[src/assert_macros.svh]
// Assertion macros shared by the media queue RTL.
// Each macro wraps a concurrent assertion clocked on clk and disabled while rst_n is low.
`ifndef ASSERT_MACROS_SVH
`define ASSERT_MACROS_SVH

// The consequent must hold in the same cycle as the antecedent.
`define MQKP_ASSERT_NOW(name, ante, cons, msg) \
    name: assert property (@(posedge clk) disable iff (!rst_n) (ante) |-> (cons)) \
        else $error(msg);

// The consequent must hold in the cycle after the antecedent.
`define MQKP_ASSERT_NEXT(name, ante, cons, msg) \
    name: assert property (@(posedge clk) disable iff (!rst_n) (ante) |=> (cons)) \
        else $error(msg);

`endif

[src/mqkp_pkg.sv]
// Package for the media queue with key-frame priority drop.
// Holds sizes, codes and the transfer and slot structs; depends on nothing.
package mqkp_pkg;

    localparam int QUEUE_DEPTH = 16;
    localparam int PTR_W       = $clog2(QUEUE_DEPTH);
    localparam int OCC_W       = $clog2(QUEUE_DEPTH + 1);
    localparam int CFG_IDX_W   = 2;
    localparam int CFG_DATA_W  = 8;

    localparam logic [PTR_W:0]   DEPTH_WIDE = (PTR_W + 1)'(QUEUE_DEPTH);
    localparam logic [PTR_W-1:0] LAST_IDX   = PTR_W'(QUEUE_DEPTH - 1);
    localparam logic [OCC_W-1:0] OCC_FULL   = OCC_W'(QUEUE_DEPTH);

    localparam logic OP_ENQUEUE = 1'b0;
    localparam logic OP_DEQUEUE = 1'b1;

    localparam logic KIND_VIDEO = 1'b0;
    localparam logic KIND_AUDIO = 1'b1;

    localparam logic [1:0] CODEC_H264 = 2'd0;
    localparam logic [1:0] CODEC_H265 = 2'd1;

    localparam logic [2:0] ST_QUEUED  = 3'd0;
    localparam logic [2:0] ST_EVICTED = 3'd1;
    localparam logic [2:0] ST_DROPPED = 3'd2;
    localparam logic [2:0] ST_REJECT  = 3'd3;
    localparam logic [2:0] ST_POPPED  = 3'd4;
    localparam logic [2:0] ST_EMPTY   = 3'd5;

    localparam logic [CFG_IDX_W-1:0] REG_ENABLE        = 2'd0;
    localparam logic [CFG_IDX_W-1:0] REG_PRIMARY_VALID = 2'd1;
    localparam logic [CFG_IDX_W-1:0] REG_PRIMARY_ID    = 2'd2;

    typedef struct packed {
        logic        opcode;
        logic        media_kind;
        logic        key_frame;
        logic [1:0]  codec;
        logic [7:0]  monitor_id;
        logic [23:0] payload_size;
        logic [31:0] handle;
    } req_t;

    typedef struct packed {
        logic [2:0]  status;
        logic        out_kind;
        logic        out_key;
        logic [1:0]  out_codec;
        logic [23:0] out_size;
        logic [31:0] out_handle;
        logic [31:0] drop_total;
        logic [4:0]  fill_level;
    } rsp_t;

    typedef struct packed {
        logic        kind;
        logic        key;
        logic [1:0]  codec;
        logic [23:0] size;
        logic [31:0] handle;
    } slot_t;

    typedef struct packed {
        logic reject;
        logic latch;
        logic key_video;
    } adm_t;

endpackage

[src/media_queue_keyframe_priority_drop.sv]
// Enqueue without eviction, reject, drop or empty dequeue gives its result in the cycle after it is
// taken. A dequeue reads the head slot into the read register and then loads its result in S_POP.
// A key frame on a full queue passes S_SCAN_RD and S_SCAN_CHK per slot examined plus S_MOVE and
// S_MOVE_WR per slot moved. One request is in work at a time; a new one is taken once its result is out.
// Reset clears control, pointers, monitor latch and drop counter; slot storage is not cleared.
module media_queue_keyframe_priority_drop
    import mqkp_pkg::*;
(
    input  logic                  clk,
    input  logic                  rst_n,
    input  logic                  req_valid,
    output logic                  req_stall,
    input  req_t                  req,
    output logic                  rsp_valid,
    input  logic                  rsp_stall,
    output rsp_t                  rsp,
    input  logic                  cfg_we,
    input  logic [CFG_IDX_W-1:0]  cfg_index,
    input  logic [CFG_DATA_W-1:0] cfg_data
);

    localparam logic [2:0] S_IDLE     = 3'd0;
    localparam logic [2:0] S_POP      = 3'd1;
    localparam logic [2:0] S_SCAN_RD  = 3'd2;
    localparam logic [2:0] S_SCAN_CHK = 3'd3;
    localparam logic [2:0] S_MOVE     = 3'd4;
    localparam logic [2:0] S_MOVE_WR  = 3'd5;

    function automatic logic [PTR_W-1:0] slot_addr(input logic [PTR_W-1:0] base,
                                                   input logic [PTR_W-1:0] offs);
        logic [PTR_W:0] sum;
        sum = {1'b0, base} + {1'b0, offs};
        if (sum >= DEPTH_WIDE)
        begin
            sum = sum - DEPTH_WIDE;
        end
        return sum[PTR_W-1:0];
    endfunction

    function automatic logic [PTR_W-1:0] ptr_inc(input logic [PTR_W-1:0] p);
        return (p == LAST_IDX) ? '0 : p + 1'b1;
    endfunction

    slot_t mem [QUEUE_DEPTH];

    logic [2:0]       state_reg,    state_next;
    logic [PTR_W-1:0] head_reg,     head_next;
    logic [PTR_W-1:0] tail_reg,     tail_next;
    logic [OCC_W-1:0] occ_reg,      occ_next;
    logic [PTR_W-1:0] idx_reg,      idx_next;
    logic [31:0]      drop_reg,     drop_next;
    logic             enable_reg,   enable_next;
    logic             pvalid_reg,   pvalid_next;
    logic [7:0]       pid_reg,      pid_next;
    logic [7:0]       chosen_reg,   chosen_next;
    logic             latched_reg,  latched_next;
    logic             rsp_valid_reg, rsp_valid_next;
    rsp_t             rsp_reg,      rsp_next;
    slot_t            entry_reg,    entry_next;
    slot_t            rd_data_reg;

    logic             rd_en;
    logic [PTR_W-1:0] rd_addr;
    logic             wr_en;
    logic [PTR_W-1:0] wr_addr;
    slot_t            wr_data;

    logic             out_free;
    logic             accept;
    logic             rsp_load;
    logic [2:0]       rsp_status;
    slot_t            rsp_entry;
    slot_t            new_entry;
    adm_t             adm;

    mqkp_admit u_admit (
        .req             (req),
        .enable          (enable_reg),
        .chosen_monitor  (chosen_reg),
        .monitor_latched (latched_reg),
        .adm             (adm)
    );

    assign new_entry = '{kind:   req.media_kind,
                         key:    req.key_frame,
                         codec:  req.codec,
                         size:   req.payload_size,
                         handle: req.handle};

    assign out_free  = !rsp_valid_reg || !rsp_stall;
    assign req_stall = !((state_reg == S_IDLE) && out_free);
    assign accept    = req_valid && !req_stall;
    assign rsp_valid = rsp_valid_reg;
    assign rsp       = rsp_reg;

    always_comb
    begin
        state_next     = state_reg;
        head_next      = head_reg;
        tail_next      = tail_reg;
        occ_next       = occ_reg;
        idx_next       = idx_reg;
        drop_next      = drop_reg;
        enable_next    = enable_reg;
        pvalid_next    = pvalid_reg;
        pid_next       = pid_reg;
        chosen_next    = chosen_reg;
        latched_next   = latched_reg;
        entry_next     = entry_reg;
        rsp_valid_next = rsp_valid_reg && rsp_stall;
        rsp_next       = rsp_reg;
        rd_en          = 1'b0;
        rd_addr        = head_reg;
        wr_en          = 1'b0;
        wr_addr        = tail_reg;
        wr_data        = new_entry;
        rsp_load       = 1'b0;
        rsp_status     = ST_QUEUED;
        rsp_entry      = '0;

        case (state_reg)
            S_IDLE:
            begin
                if (accept)
                begin
                    if (req.opcode == OP_DEQUEUE)
                    begin
                        if (occ_reg == '0)
                        begin
                            rsp_load   = 1'b1;
                            rsp_status = ST_EMPTY;
                        end
                        else
                        begin
                            rd_en      = 1'b1;
                            rd_addr    = head_reg;
                            state_next = S_POP;
                        end
                    end
                    else
                    begin
                        if (adm.latch)
                        begin
                            chosen_next  = req.monitor_id;
                            latched_next = 1'b1;
                        end
                        if (adm.reject)
                        begin
                            rsp_load   = 1'b1;
                            rsp_status = ST_REJECT;
                        end
                        else if (occ_reg < OCC_FULL)
                        begin
                            wr_en      = 1'b1;
                            wr_addr    = tail_reg;
                            wr_data    = new_entry;
                            tail_next  = ptr_inc(tail_reg);
                            occ_next   = occ_reg + 1'b1;
                            rsp_load   = 1'b1;
                            rsp_status = ST_QUEUED;
                        end
                        else if (adm.key_video)
                        begin
                            entry_next = new_entry;
                            idx_next   = '0;
                            state_next = S_SCAN_RD;
                        end
                        else
                        begin
                            drop_next  = (drop_reg != '1) ? drop_reg + 1'b1 : drop_reg;
                            rsp_load   = 1'b1;
                            rsp_status = ST_DROPPED;
                        end
                    end
                end
            end
            S_POP:
            begin
                if (out_free)
                begin
                    rsp_load   = 1'b1;
                    rsp_status = ST_POPPED;
                    rsp_entry  = rd_data_reg;
                    head_next  = ptr_inc(head_reg);
                    occ_next   = occ_reg - 1'b1;
                    state_next = S_IDLE;
                end
            end
            S_SCAN_RD:
            begin
                rd_en      = 1'b1;
                rd_addr    = slot_addr(head_reg, idx_reg);
                state_next = S_SCAN_CHK;
            end
            S_SCAN_CHK:
            begin
                if ((rd_data_reg.kind == KIND_VIDEO) && !rd_data_reg.key)
                begin
                    state_next = S_MOVE;
                end
                else if (idx_reg == LAST_IDX)
                begin
                    if (out_free)
                    begin
                        drop_next  = (drop_reg != '1) ? drop_reg + 1'b1 : drop_reg;
                        rsp_load   = 1'b1;
                        rsp_status = ST_DROPPED;
                        state_next = S_IDLE;
                    end
                end
                else
                begin
                    idx_next   = idx_reg + 1'b1;
                    state_next = S_SCAN_RD;
                end
            end
            S_MOVE:
            begin
                if (idx_reg == LAST_IDX)
                begin
                    if (out_free)
                    begin
                        wr_en      = 1'b1;
                        wr_addr    = slot_addr(head_reg, idx_reg);
                        wr_data    = entry_reg;
                        rsp_load   = 1'b1;
                        rsp_status = ST_EVICTED;
                        state_next = S_IDLE;
                    end
                end
                else
                begin
                    rd_en      = 1'b1;
                    rd_addr    = slot_addr(head_reg, idx_reg + 1'b1);
                    state_next = S_MOVE_WR;
                end
            end
            S_MOVE_WR:
            begin
                wr_en      = 1'b1;
                wr_addr    = slot_addr(head_reg, idx_reg);
                wr_data    = rd_data_reg;
                idx_next   = idx_reg + 1'b1;
                state_next = S_MOVE;
            end
            default:
            begin
                state_next = S_IDLE;
            end
        endcase

        if (rsp_load)
        begin
            rsp_valid_next = 1'b1;
            rsp_next       = '{status:     rsp_status,
                               out_kind:   rsp_entry.kind,
                               out_key:    rsp_entry.key,
                               out_codec:  rsp_entry.codec,
                               out_size:   rsp_entry.size,
                               out_handle: rsp_entry.handle,
                               drop_total: drop_next,
                               fill_level: 5'(occ_next)};
        end

        if (cfg_we)
        begin
            case (cfg_index)
                REG_ENABLE:        enable_next = cfg_data[0];
                REG_PRIMARY_VALID: pvalid_next = cfg_data[0];
                REG_PRIMARY_ID:    pid_next    = cfg_data;
                default:           enable_next = enable_reg;
            endcase
            if (((cfg_index == REG_PRIMARY_VALID) || (cfg_index == REG_PRIMARY_ID))
                && pvalid_next)
            begin
                chosen_next  = pid_next;
                latched_next = 1'b1;
            end
        end
    end

    always_ff @(posedge clk or negedge rst_n)
    begin
        if (!rst_n)
        begin
            state_reg     <= S_IDLE;
            head_reg      <= '0;
            tail_reg      <= '0;
            occ_reg       <= '0;
            idx_reg       <= '0;
            drop_reg      <= '0;
            enable_reg    <= 1'b1;
            pvalid_reg    <= 1'b0;
            pid_reg       <= '0;
            chosen_reg    <= '0;
            latched_reg   <= 1'b0;
            rsp_valid_reg <= 1'b0;
        end
        else
        begin
            state_reg     <= state_next;
            head_reg      <= head_next;
            tail_reg      <= tail_next;
            occ_reg       <= occ_next;
            idx_reg       <= idx_next;
            drop_reg      <= drop_next;
            enable_reg    <= enable_next;
            pvalid_reg    <= pvalid_next;
            pid_reg       <= pid_next;
            chosen_reg    <= chosen_next;
            latched_reg   <= latched_next;
            rsp_valid_reg <= rsp_valid_next;
        end
    end

    always_ff @(posedge clk)
    begin
        rsp_reg   <= rsp_next;
        entry_reg <= entry_next;
    end

    always_ff @(posedge clk)
    begin
        if (wr_en)
        begin
            mem[wr_addr] <= wr_data;
        end
        if (rd_en)
        begin
            rd_data_reg <= mem[rd_addr];
        end
    end

`include "assert_macros.svh"

    `MQKP_ASSERT_NOW(a_occ_bound, 1'b1, occ_reg <= OCC_FULL, "occupancy above queue depth")
    `MQKP_ASSERT_NOW(a_ptr_match, (occ_reg == '0) || (occ_reg == OCC_FULL),
        head_reg == tail_reg, "pointers disagree with occupancy")
    `MQKP_ASSERT_NOW(a_evict_full, (state_reg != S_IDLE) && (state_reg != S_POP),
        occ_reg == OCC_FULL, "eviction on a queue that is not full")
    `MQKP_ASSERT_NOW(a_pop_nonempty, state_reg == S_POP, occ_reg != '0, "pop of an empty queue")
    `MQKP_ASSERT_NEXT(a_drop_monotonic, 1'b1, drop_reg >= $past(drop_reg),
        "drop counter went down")

endmodule

[src/mqkp_admit.sv]
// Admission check for one enqueue request: enable, size, monitor and codec tests.
// Depends on mqkp_pkg for the request and decision structs.
module mqkp_admit
    import mqkp_pkg::*;
(
    input  req_t       req,
    input  logic       enable,
    input  logic [7:0] chosen_monitor,
    input  logic       monitor_latched,
    output adm_t       adm
);

    logic       base_ok;
    logic       video;
    logic [7:0] sel_monitor;

    assign base_ok     = enable && (req.payload_size != 24'd0);
    assign video       = (req.media_kind == KIND_VIDEO);
    assign sel_monitor = monitor_latched ? chosen_monitor : req.monitor_id;

    // While none is latched, a base_ok video entry latches its monitor before the monitor and codec tests run.
    assign adm.latch     = base_ok && video && !monitor_latched;
    assign adm.reject    = !base_ok
                        || (video && ((sel_monitor != req.monitor_id)
                                      || (req.codec > CODEC_H265)));
    assign adm.key_video = video && req.key_frame;

endmodule

[config.mk]
export PLATFORM = sky130hd
export DESIGN_NAME = media_queue_keyframe_priority_drop
export DESIGN_NICKNAME = d
export VERILOG_FILES = /design/src/mqkp_pkg.sv /design/src/media_queue_keyframe_priority_drop.sv /design/src/mqkp_admit.sv
export VERILOG_INCLUDE_DIRS = /design/src /design/src/src
export SDC_FILE = /design/constraint.sdc
export NUM_CORES = 2
export LEC_CHECK = 0
export BUFFER_PORTS_ARGS = -buffer_cell sky130_fd_sc_hd__buf_4
export CAP_MARGIN = 20
export CORE_MARGIN = 4
export CORE_UTILIZATION = 35
export DETAILED_ROUTE_END_ITERATION = 8
export PLACE_DENSITY = 0.59
export SETUP_SLACK_MARGIN = 0.2
export SLEW_MARGIN = 10
export SYNTH_ARGS = -nofsm -noshare
export SYNTH_HDL_FRONTEND = slang
export SYNTH_SLANG_ARGS = --single-unit
[constraint.sdc]
create_clock -name clk -period 9.3 [get_ports clk]
set_input_delay 0 -clock clk [delete_from_list [all_inputs] [get_ports clk]]
set_output_delay 0 -clock clk [all_outputs]
set_load 0.02 [all_outputs]
# --- Word level (Yosys, flattened, before mapping) ---
# Memories as Yosys holds them, arrays and structs flattened. A register that Yosys moved wholly into a read port is not among the register bits.
# Index checks and enable logic that the tools add are counted.
word_totals:
  regBits: 232
  latch_bits: 0
  ramBits: 960
  mem_bits_ro: 0
  inputBits: 84
  out_inout_bits: 102
  word_cells: 198
  memories: 1
mem_list:
  columns: ["memory", "words", "word_bits", "read_ports", "rd_ports_with_merged_regs", "write_ports", "line", "text"]
  rows:
  - ["mem", 16, 60, 1, 1, 1, "media_queue_keyframe_priority_drop.sv:44", "slot_t mem [QUEUE_DEPTH];"]
classes:
  n_addsub: 10
  mul: 0
  div_mod_pow: 0
  magnitude_cmp: 4
  eq_ne: 23
  n_shift: 0
  n_mux: 99
  n_bitwise: 5
  n_reduce_logical: 31
op_table:
  columns: ["operator", "n"]
  rows:
  - ["two-way mux 32 bit", 9]
  - ["two-way mux 60 bit", 2]
  - ["case mux 60 bit (2 select lines)", 1]
  - ["two-way mux 8 bit", 8]
  - ["case mux 32 bit (2 select lines)", 1]
  - ["two-way mux 4 bit", 14]
  - ["two-way mux 3 bit", 14]
  - ["adder 32 x 1 -> 32 bit, second input constant", 1]
  - ["inequality test 32 bit, second input constant", 1]
  - ["two-way mux 1 bit", 30]
  - ["two-way mux 5 bit", 5]
  - ["nonzero test 24 bit", 1]
  - ["case mux 3 bit (6 select lines)", 1]
  - ["case mux 4 bit (2 select lines)", 2]
  - ["inequality test 2 bit, second input constant", 7]
  - ["adder 4 x 1 -> 4 bit, second input constant", 3]
  - ["== test 4 bit, second input constant", 3]
  - ["two-way mux 2 bit", 6]
  - ["inequality test 3 bit, second input constant", 4]
  - ["case mux 3 bit (4 select lines)", 1]
  - ["case mux 4 bit (3 select lines)", 1]
  - ["adder 4 x 4 -> 5 bit", 2]
  - ["greater-or-equal comparator 5 bit, second input constant", 2]
  - ["logical AND 1 bit", 10]
  - ["other kinds (25)", 43]

# --- Depth between registers and ports, before layout ---
logic_depth:
  ltp_word: 11
  ltp_mapped: 13
  ltp_nobuf: 10

# --- By module ---
# Synthesis repeated with hierarchy kept, for this count alone.
unflattened:
  cells_unflattened: 3383
  hier_area_um2: 49900.4
by_module_without_submodules:
  columns: ["module", "n_inst", "cells_per_inst", "area_each_um2", "seq_area_each_um2"]
  rows:
  - ["media_queue_keyframe_priority_drop", 1, 3359, 49731.4, 37237.0]
  - ["mqkp_admit", 1, 24, 168.9, 0.0]

# --- Worst setup path after synthesis ---
# OpenSTA, ideal clock, no wires.
synth_timing:
  path_kind: "register to register"
  startpoint: "reg chosen_reg[5]"
  endpoint: "reg rsp_reg (netlist bit rsp[0]) (enable)"
  setup_time_ns: 1.179
  t_arrival_ns: 3.963
  required_time_ns: 8.121
  slack_ns: 4.158
  stages_incl_launch_ff: 8
  n_path_buf: 0
  period_less_slack_ns: 5.142
  path_cell_list: "dfrtp_1 xnor2_1 nand4_1 o21ai_0 nand4_1 nor4b_1 or3_1 nand3_1"
synth_between:
  elab_chain_len: 9
synth_lines:
  columns: ["element", "line", "text"]
  rows:
  - ["start: declaration", "media_queue_keyframe_priority_drop.sv:55", "logic [7:0] chosen_reg, chosen_next;"]
  - ["start signal: assignment", "media_queue_keyframe_priority_drop.sv:310", "chosen_reg <= chosen_next;"]
  - ["two-way mux 8 bit", "mqkp_admit.sv:19", "assign sel_monitor = monitor_latched ? chosen_monitor : req.monitor_id;"]
  - ["inequality test 8 bit", "mqkp_admit.sv:24", "|| (video && ((sel_monitor != req.monitor_id)"]
  - ["logical OR 1 bit", "mqkp_admit.sv:25", "|| (req.codec > CODEC_H265)));"]
  - ["logical AND 1 bit", "mqkp_admit.sv:24", null]
  - ["logical OR 1 bit", "mqkp_admit.sv:24", null]
  - ["two-way mux 1 bit", "media_queue_keyframe_priority_drop.sv:147", "if (adm.reject)"]
  - ["two-way mux 1 bit", "media_queue_keyframe_priority_drop.sv:126", "if (req.opcode == OP_DEQUEUE)"]
  - ["two-way mux 1 bit", "media_queue_keyframe_priority_drop.sv:124", "if (accept)"]
  - ["case mux 1 bit (4 select lines)", "media_queue_keyframe_priority_drop.sv:121", "case (state_reg)"]
  - ["named net rsp_load", "media_queue_keyframe_priority_drop.sv:70", "logic rsp_load;"]
  - ["end signal: assignment", "media_queue_keyframe_priority_drop.sv:318", "rsp_reg <= rsp_next;"]
  - ["end: declaration", "media_queue_keyframe_priority_drop.sv:58", "rsp_t rsp_reg, rsp_next;"]
# The timed path passes the listed nets, and every way through them passes these cells.
# A chain may end at the register's enable or synchronous reset.

# --- Final worst setup path ---
layout_timing:
  startpoint: "reg idx_reg[1]"
  endpoint: "mem mem[8][22] in the netlist's numbering (enable)"
layout_between:
  elab_chain_len: 6
  word_cells_on_any_way: 12
  cone_classes: "add/sub (2); order compare (1); eq/ne (1); mux (8)"
layout_lines:
  columns: ["element", "line", "text"]
  rows:
  - ["start: declaration", "media_queue_keyframe_priority_drop.sv:50", "logic [PTR_W-1:0] idx_reg, idx_next;"]
  - ["start signal: assignment", "media_queue_keyframe_priority_drop.sv:305", "idx_reg <= idx_next;"]
  - ["adder 4 x 4 -> 5 bit", "media_queue_keyframe_priority_drop.sv:32", "sum = {1'b0, base} + {1'b0, offs};"]
  - ["subtractor 4 x 1 -> 4 bit or greater-or-equal comparator 5 bit (tied branches)", "media_queue_keyframe_priority_drop.sv:35, media_queue_keyframe_priority_drop.sv:33", null]
  - ["two-way mux 4 bit", "media_queue_keyframe_priority_drop.sv:33", "if (sum >= DEPTH_WIDE)"]
  - ["two-way mux 4 bit", "media_queue_keyframe_priority_drop.sv:221", "if (out_free)"]
  - ["two-way mux 4 bit", "media_queue_keyframe_priority_drop.sv:219", "if (idx_reg == LAST_IDX)"]
  - ["case mux 4 bit (2 select lines)", "media_queue_keyframe_priority_drop.sv:121", null]
  - ["end: declaration", "media_queue_keyframe_priority_drop.sv:44", null]
# Parallel ways exist; a longest one is shown, timed or not.

==> impl_metrics.json <==
{
  "die_w_um": 386.4,
  "drv_cap": 0,
  "setup_slack_ns": 4.123,
  "instances_no_fill": 5760,
  "power.switching_mw": 7.294,
  "fin_crit_sh_pct": 55.67,
  "grt_max_degree": 160,
  "start_kind": "flip-flop",
  "finalNetCount": 3863,
  "r2r_slack_ns": 4.12,
  "yosysSeqAreaShare_pct": 74.31,
  "area_growth_pct": 16.95,
  "synth_nets": 3595,
  "slew_headroom_pct": 21.36,
  "cp_slowest_cell": "nor2_4",
  "p_seq_share_pct": 37.6,
  "worst_clock_skew_ns": 0.04569,
  "clock_sinks": 1252,
  "clockPowerShare_pct": 24.9,
  "crit_chain": "ha_1, and3_1, nand2_1, nor2_4, nor2_4, buf_4, mux2i_1, nand2_1, nor2_4, buf_4",
  "start_util_pct": 35.31,
  "r2r_end": "mem[8][22]$_DFFE_PP_",
  "vdd_drop_max_mv": 0.4402,
  "cellPowerDensity_mw_per_mm2": 332.3,
  "maxSlewViolCount": 0,
  "status": "finished, final reports clean",
  "cts_buffers": 120,
  "die_area_mm2": 0.1493,
  "swShare_pct": 37.45,
  "grt_first_pass_wirelength_um": 191600,
  "cts_tree": "built",
  "insertion_delay_ns": 0.74,
  "synth.top_cell.area_share_pct": 70.71,
  "synth_cell_type_count": 64,
  "core_region_area_mm2": 0.1419,
  "h-tree-depth": 3,
  "setup_violations": 0,
  "hold_viol": 0,
  "gp_congestion": 0.8348,
  "p_int_mw": 12.18,
  "synth_top_cell_by_area": "edfxtp_1",
  "grt_usage_pct": 17.10,
  "ys.flop_type": "edfxtp_1",
  "fin_util_pct": 41.29,
  "largest_reg_flops": 960,
  "netlist_instances": 3494,
  "cp.required_ns": 9.66,
  "dp_hpwl_um": 69930,
  "crit_arrival_ns": 5.54,
  "rsz0062_at_grt": "no",
  "yosysWarnings": 0,
  "slowest_delay_ns": 0.88,
  "synth_area_per_cell_um2": 14.34,
  "hp-class": "input port to flip-flop",
  "fmax_ghz": 0.1932,
  "setup-tns-final_ns": 0,
  "fill_cells": 12870,
  "dr.first_iter.drc_count": 2963,
  "grt_pass1_vias": 28970,
  "combPwrFrac_pct": 37.5,
  "drive_gt1_share_pct": 11.66,
  "num_rows": 138,
  "drc": 0,
  "worst_pin_slew_ns": 1.180,
  "holdBufCountCts": 118,
  "antenna_found_initial": 5,
  "clockBufferDepth": 3,
  "synth_seq_cells": 1252,
  "worst_setup_path_end_kind": "flip-flop",
  "holdPathStages": 2,
  "period_needed_ns": 5.177,
  "power_mw": 19.48,
  "async_reset_ff_share_pct": 5.751,
  "via_count": 30210,
  "ys_top_cells_by_area": "edfxtp_1, nand2_1, mux2i_1, dfrtp_1, a311o_1",
  "path_clk_slew_ns": 0.06,
  "synth_edf_count": 1180,
  "cpMostUsedCell": "nor2_4",
  "fp.dieH_um": 386.4,
  "io_pins": 186,
  "r2r_cells": 10,
  "synth_commonest_cells": "edfxtp_1, nand2_1, nand3_1, mux2i_1, and3_1",
  "design_area_mm2": 0.05861,
  "grt_overflow": 0,
  "routed_via_density": 5.245,
  "crit_fanout": 45,
  "rr_startpoint": "idx_reg[1]$_DFFE_PN0P_",
  "place_area_mm2": 0.05350,
  "path_class": "flip-flop to flip-flop",
  "cts_resized": 0,
  "power_leakage_nw": 21.16,
  "place_inst": 5411,
  "post-place-ws_ns": 4.140,
  "ant_nets": 0,
  "worstSetupStartpoint": "idx_reg[1]$_DFFE_PN0P_",
  "wl_per_cell_um": 22.64,
  "routed_wl_um": 130400,
  "ctsRootBufferMaster": "clkbuf_16",
  "post-cts-setup-buffers": 0,
  "crit_end": "mem[8][22]$_DFFE_PP_",
  "firstDrtPassIters": 5,
  "fin_hold_ws_ns": 0.04068,
  "yosysMostFrequentCell": "edfxtp_1",
  "port-buffer-count": 185,
  "synth_area_mm2": 0.05011
}
-- worst min path at each step --
stage | slack [ns] | to | start
global route | 0.03 | entry_reg[20]$_DFFE_PP_ | req[20]
detailed placement | 0.19 | entry_reg[18]$_DFFE_PP_ | req[18]
finish | 0.04 | entry_reg[36]$_DFFE_PP_ | req[36]
CTS | 0.0003 | entry_reg[20]$_DFFE_PP_ | req[20]
global placement | 0.19 | entry_reg[3]$_DFFE_PP_ | req[3]
floorplan | -0.30 | chosen_reg[0]$_DFF_PN0_ | rst_n
-- layout make-up --
cell class	instances	area, µm²	area share (%)
antenna	3	7.507	0.01281
clock buffer	153	3231	5.512
clock inverter	74	678.2	1.157
inverter	18	67.56	0.1153
multi-input combinational	2019	12030	20.52
sequential	1252	37240	63.54
tap	1890	2365	4.035
timing repair buffer	351	2993	5.107
-- worst max-delay path, delay by kind of cell (launching register included) --
kind / cells / cell delay (ns)
muxes: 1 / 0.32
buffers and inverters: 2 / 1.43
adders and majority gates: 1 / 0.27
and+or+nand+nor: 6 / 2.30
DFF: 1 / 0.44
-- layer usage --
layer / track usage (%) / share of wire, %
met5: 0 / 0.010
met3: 3.444 / 7.5
met1: 25.75 / 47
met4: 3.330 / 1.5
met2: 25.74 / 44
-- cells in the final DEF (no fill, tap or decap), types with 18 or more instances in the layout --
cell type / count
nand3_1: 205
dlygate4sd3_1: 118
clkbuf_1: 26
nor2_1: 39
clkbuf_16: 123
edfxtp_1: 1180
a311o_1: 120
a22oi_1: 69
inv_1: 18
buf_4: 228
and3_1: 189
dfrtp_1: 71
a32oi_1: 61
nand2_1: 897
xor2_1: 22
xnor2_1: 31
clkinv_1: 37
nor2_4: 19
mux2i_1: 191
-- cells by family after synthesis --
logic type	synth area share, %
buf+inv	2.192
compound gates	5.443
mux	4.085
fa+ha+maj	0.4544
flops	74.31
xor+xnor	0.9263
simple gates	12.59
-- power by group through the flow --
stage	clock, mW	combinational, mW	sequential (mW)
final	4.85	7.31	7.32
after global routing	5.18	7.97	7.36
after CTS	4.94	7.34	7.31
after detailed placement	0	7.26	7.41
after global placement	0	7.19	7.43
after floorplan	0	4.91	7.47
(Power assumes the default switching activity.)
